### src/rtl/core/npd_pkg.sv
package npd_pkg;

    // Field widths of one beat.
    localparam int COORD_BITS = 24;
    localparam int TAG_BITS   = 16;
    localparam int OP_BITS    = 2;
    localparam int DIST_BITS  = 25;

    // Stream widths: tdata padded to whole bytes.
    localparam int S_TDATA_W = 88;
    localparam int S_TUSER_W = OP_BITS;
    localparam int M_TDATA_W = 48;
    localparam int M_TUSER_W = 1;

    // Datapath widths of the distance pipeline.
    localparam int DIFF_W = COORD_BITS + 1;        // signed difference
    localparam int PROD_W = 2 * DIFF_W;            // signed square
    localparam int SQ_W   = 2 * COORD_BITS + 1;    // square magnitude, at most 2^(2*COORD_BITS)
    localparam int SUM_W  = SQ_W + 2;              // sum of three squares
    localparam int ROOT_W = (SUM_W + 1) / 2;       // bits of the integer root

    // Command queue between front and back.
    localparam int QUEUE_DEPTH = 2;
    localparam int QPTR_W      = $clog2(QUEUE_DEPTH);
    localparam int QFILL_W     = $clog2(QUEUE_DEPTH + 1);

    // Operation codes on the input tuser.
    localparam logic [OP_BITS-1:0] OP_CLEAR = 2'd0;
    localparam logic [OP_BITS-1:0] OP_LOAD  = 2'd1;
    localparam logic [OP_BITS-1:0] OP_QUERY = 2'd2;

    typedef enum logic [1:0] {
        CMD_CLEAR = 2'd0,
        CMD_LOAD  = 2'd1,
        CMD_QUERY = 2'd2
    } cmd_kind_t;

    typedef struct packed {
        logic [COORD_BITS-1:0] x;
        logic [COORD_BITS-1:0] y;
        logic [COORD_BITS-1:0] z;
    } point_t;

    typedef struct packed {
        cmd_kind_t           kind;
        point_t              pos;
        logic [TAG_BITS-1:0] tag;
    } cmd_t;

    typedef struct packed {
        logic [DIST_BITS-1:0] distance;
        logic                 empty;
        logic [TAG_BITS-1:0]  tag;
    } res_t;

endpackage

### src/rtl/core/npd_cmd_queue.sv
module npd_cmd_queue (
    input  logic          aclk,
    input  logic          aresetn,
    input  logic          push,
    input  npd_pkg::cmd_t push_cmd,
    output logic          full,
    input  logic          pop,
    output logic          pop_valid,
    output npd_pkg::cmd_t pop_cmd
);
    import npd_pkg::*;

    cmd_t               entry_reg [QUEUE_DEPTH];
    logic [QPTR_W-1:0]  wr_ptr_reg, wr_ptr_next;
    logic [QPTR_W-1:0]  rd_ptr_reg, rd_ptr_next;
    logic [QFILL_W-1:0] fill_reg, fill_next;

    assign full      = (fill_reg == QFILL_W'(QUEUE_DEPTH));
    assign pop_valid = (fill_reg != '0);
    assign pop_cmd   = entry_reg[rd_ptr_reg];

    // The depth is a power of two, so the pointers wrap on their own.
    always_comb begin
        wr_ptr_next = push ? wr_ptr_reg + 1'b1 : wr_ptr_reg;
        rd_ptr_next = pop  ? rd_ptr_reg + 1'b1 : rd_ptr_reg;
        fill_next   = fill_reg + QFILL_W'(push) - QFILL_W'(pop);
    end

    always_ff @(posedge aclk) begin
        if (!aresetn) begin
            wr_ptr_reg <= '0;
            rd_ptr_reg <= '0;
            fill_reg   <= '0;
        end else begin
            wr_ptr_reg <= wr_ptr_next;
            rd_ptr_reg <= rd_ptr_next;
            fill_reg   <= fill_next;
        end
    end

    always_ff @(posedge aclk) begin
        if (push) begin
            entry_reg[wr_ptr_reg] <= push_cmd;
        end
    end

endmodule

### config.mk
export PLATFORM = sky130hd
export DESIGN_NAME = npd_cmd_queue
export DESIGN_NICKNAME = d
export VERILOG_FILES = /design/src/rtl/core/npd_pkg.sv /design/src/rtl/core/npd_cmd_queue.sv
export SDC_FILE = /design/constraint.sdc
export NUM_CORES = 1
export LEC_CHECK = 0
export BUFFER_PORTS_ARGS = -buffer_cell sky130_fd_sc_hd__buf_2
export CAP_MARGIN = 25
export CORE_ASPECT_RATIO = 1.4
export CORE_UTILIZATION = 47
export CTS_CLUSTER_SIZE = 30
export DETAILED_ROUTE_END_ITERATION = 7
export PLACE_DENSITY_LB_ADDON = 0.05
export SYNTH_ARGS = -nofsm -noshare
export SYNTH_HDL_FRONTEND = slang
export SYNTH_SLANG_ARGS = --single-unit
### constraint.sdc
create_clock -name aclk -period 5.27 [get_ports aclk]
set_input_delay 1.054 -clock aclk [delete_from_list [all_inputs] [get_ports aclk]]
set_output_delay 1.054 -clock aclk [all_outputs]
set_load 0.005 [all_outputs]
Yosys cells after proc, flatten, opt, wreduce, memory -nomap -nowiden
Memory sizes are Yosys's and may differ from the RTL's. A register that Yosys moved wholly into a read port is not among the register bits.
Cells that the tools add are included.

cells by class
  add/sub/neg operators = 4
  reductions and logical operators = 1
  multiplexer cells = 4
  equal/unequal tests = 1

operator list
  kind                                  number
  two-way mux 1 bit                     4
  adder 1 bit, second input constant    2
  adder 2 x 1 -> 2 bit                  1
  == test 2 bit, second input constant  1
  nonzero test 2 bit                    1
  subtractor 2 x 1 -> 2 bit             1

word-level totals
  bits in writable memories = 180
  flip-flop bits (word level) = 4
  memories = 1
  input port bits = 94
  word-level logic and storage cells = 14
  output and inout bits = 92

memory list
  memory     depth  width  rd ports  clocked after Yosys merged registers in  write ports  line                 text
  entry_reg  2      90     1         1                                        1            npd_cmd_queue.sv:13  cmd_t entry_reg [QUEUE_DEPTH];

Longest topological paths before layout
  depth in word-level cells = 3
  mapped depth = 6
  gate-level depth less buffers = 6

Least setup slack after synthesis
Ideal clock, no wire load.

  path type = input to register
  start = in push
  end = mem entry_reg[0][0] in the netlist's numbering (enable)
  required time = 4719 ps
  arrival time = 5010 ps
  stages on the path = 1
  slack = -291 ps
  path through = nor2b_1

between the ends
  word-level cells in the longest chain between the ends = 2

ends and longest elaborated chain
  what                                     line                 text
  from (decl)                              npd_cmd_queue.sv:4   input logic push,
  two-way mux 1 bit                        npd_cmd_queue.sv:42  if (push) begin
  two-way mux 1 bit (implied by the code)  npd_cmd_queue.sv:43  entry_reg[wr_ptr_reg] <= push_cmd;
  to (decl)                                npd_cmd_queue.sv:13

No other way between the ends.

==> metrics.md <==
| Metric | Value |
|---|---|
| GR Overflow Total | `0` |
| Top FF cell, synth | `edfxtp_1` |
| Row cnt | `53` |
| Final Hold Fails | `0` |
| Synth cell count leaders | `edfxtp_1 (180), mux2_4 (90), buf_12 (9)` |
| Async SR Flop Fraction | `0` |
| Startpoint Class | `register` |
| Pwr dens | `370.0 nW/um^2` |
| Seq cells post-synth | `185` |
| Violation count after the first detailed-route iteration | `95` |
| Largest area contributor in the netlist | `edfxtp_1` |
| Vias per cell | `4.832` |
| Fin area | `8777 um^2` |
| Initial antenna violation count | `2` |
| Syn Std Cell Area | `7176 um^2` |
| Final number of max-transition violations | `0` |
| Io pins | `between 150 and 200` |
| Share of cells above drive strength 1 | `0.6109` |
| Later-pin clock latency in the skew report | `0.41 ns` |
| Fmax | `313.2 MHz` |
| Area contributors post-synth | `edfxtp_1 (75%), mux2_4 (19%), buf_12 (2.5%), dfxtp_1 (1.4%), and2_1 (0.35%)` |
| Min Hold Slack | `0.5764 ns` |
| Initial core utilization | `0.4788` |
| Reg2Reg Depth | `2` |
| Pre-Repair DR Iteration Count | `4` |
| Die area | `15770 um^2` |
| CTS tree | `yes` |
| Pre-CTS WS | `2.145 ns` |
| Area after DPL | `8202 um^2` |
| Final setup margin | `2.077 ns` |
| Resized Gates After CTS | `0` |
| Total clock buffers created by CTS | `17` |
| TNS Setup | `0 ns` |
| Synth Warn # | `0` |
| Post-CTS Setup Bufs | `0` |
| Largest net degree at the start of global routing | `64` |
| Hold Path Cell Cnt | `2` |
| Status | `completed` |
| Port-buffer cells | `185` |
| Worst endpoint required time | `between 4 and 5 ns` |
| Critical path class | `reg -> out` |
| Final Power | `3.248 mW` |
| Post-synthesis net count | `397` |
| Max cap viols | `0` |
| Hpwl dp | `8054 um` |
| Actual slew at the worst max-slew pin | `about 0.9 ns` |
| Max reg flops | `180` |
| Worst reg2reg endpoint | `entry_reg[1][71]` |
| Root Driver | `clkbuf_16` |
| DRC Markers | `0` |
| Arrival time at the worst endpoint | `approximately 2.1 ns` |
| Crit path to | `pop_cmd[32]` |
| Final setup vio count | `0` |
| Critical-path maximum fanout | `47` |
| Post-Layout Cell Count | `707` |
| Reg-to-reg startpoint | `wr_ptr_reg` |
| Layout Utilization | `0.5857` |
| Hold Buf Count CTS | `0` |
| Total Routed Length | `12410 um` |
| Average wire per standard cell | `17.56 um` |
| Gpl congestion | `0.7370` |
| Tcrit/Tclk final | `0.6059` |
| Core area | `14990 um^2` |
| Worst Hold Class | `reg -> reg` |
| VDD IR max | `259.2 uV` |
| Pleak | `3.505 nW` |
| RSZ-0062 raised after global routing | `false` |
| Cells after Synth | `roughly 300` |
| Crit path capture type | `output pin` |
| Sequential share of the synthesized area | `0.7672` |
| Distinct cell type count of the synthesized netlist | `13` |
| H-tree depth | `4` |
| Total GRT Usage | `0.1627` |
| Flop2flop setup slack | `3.23 ns` |
| Clock transition at the registers of the reported paths | `0.07 ns` |
| EDFF count, synth | `180` |
| Clock tree sinks | `~190` |
| Cell with the most instances after synthesis | `edfxtp_1` |
| Placed Cells | `between 600 and 700` |
| Die Wd | `roughly 110 um` |
| First-pass GRT wire length | `18570 um` |
| ANT nets after route | `0` |
| Clock skew | `0.005745 ns` |
| Rel. slew slack | `0.4006` |
| Vias in the first global route | `3614` |
| Die H | `about 150 um` |
| Final period demand of the worst path | `3.193 ns` |
| Clock Path Buffers | `2` |
| Avg Inst Size Synth | `23.84 um^2` |
| Synth-to-layout area growth | `22.32%` |
| Nets | `597` |
| Post-synth top area share | `0.7533` |
| Via count | `3416` |
layout by cell type, fill, tap and decap left out, drive strengths merged, types with 2 or more instances in the layout:
cell type	instances
buf	191
edfxtp	180
mux2	90
clkbuf	19
inv	9
dfxtp	5
and2	4
nor2b	4
clkinvlp	3
clkinv	3
ha	2
routing by layer:
metal,global-route usage,vias up,routed length [um]
li1,-,1592,-
met1,0.1741,1693,4650
met2,0.2912,115,6795
met3,0.06310,14,798
met4,0.05548,2,154
met5,0,-,13
report_power, final:
group          total (mW)  switching (mW)  internal, mW
Combinational       0.354           0.148         0.206
Sequential           1.73          0.0257          1.70
Clock                1.17           0.548         0.619
cell families after synthesis:
family / Yosys count / share of synthesized area
fa+ha+maj: 2 / 0.003487
flops: 185 / 0.7672
compound gates: 1 / 0.001047
xor+xnor: 2 / 0.004359
mux: 90 / 0.1883
simple gates: 9 / 0.007846
buf+inv: 12 / 0.02772
worst min-delay path by stage:
stage | slack [ns] | start | end
finish | 0.58 | rd_ptr_reg | register
global route | 0.60 | rd_ptr_reg | register
CTS | 0.58 | rd_ptr_reg | register
detailed placement | 0.56 | rd_ptr_reg | register
global placement | 0.56 | rd_ptr_reg | register
floorplan | 0.55 | rd_ptr_reg | register
critical path, cell delays in order (launching register included):
cell and delay [ns]:
dfxtp_4 0.47, buf_16 0.33, buf_4 0.41, mux2_4 0.34, buf_2 0.13
final cells by class:
class,instances,area (um^2)
Clock inverter,13,112.6
Fill cell,1214,6210
Antenna cell,1,2.502
Sequential cell,185,5509
Inverter,2,7.507
Multi-Input combinational cell,104,1481
Tap cell,192,240.2
Timing Repair Buffer,191,991.0
Clock buffer,19,432.9
(Power assumes the default switching activity.)
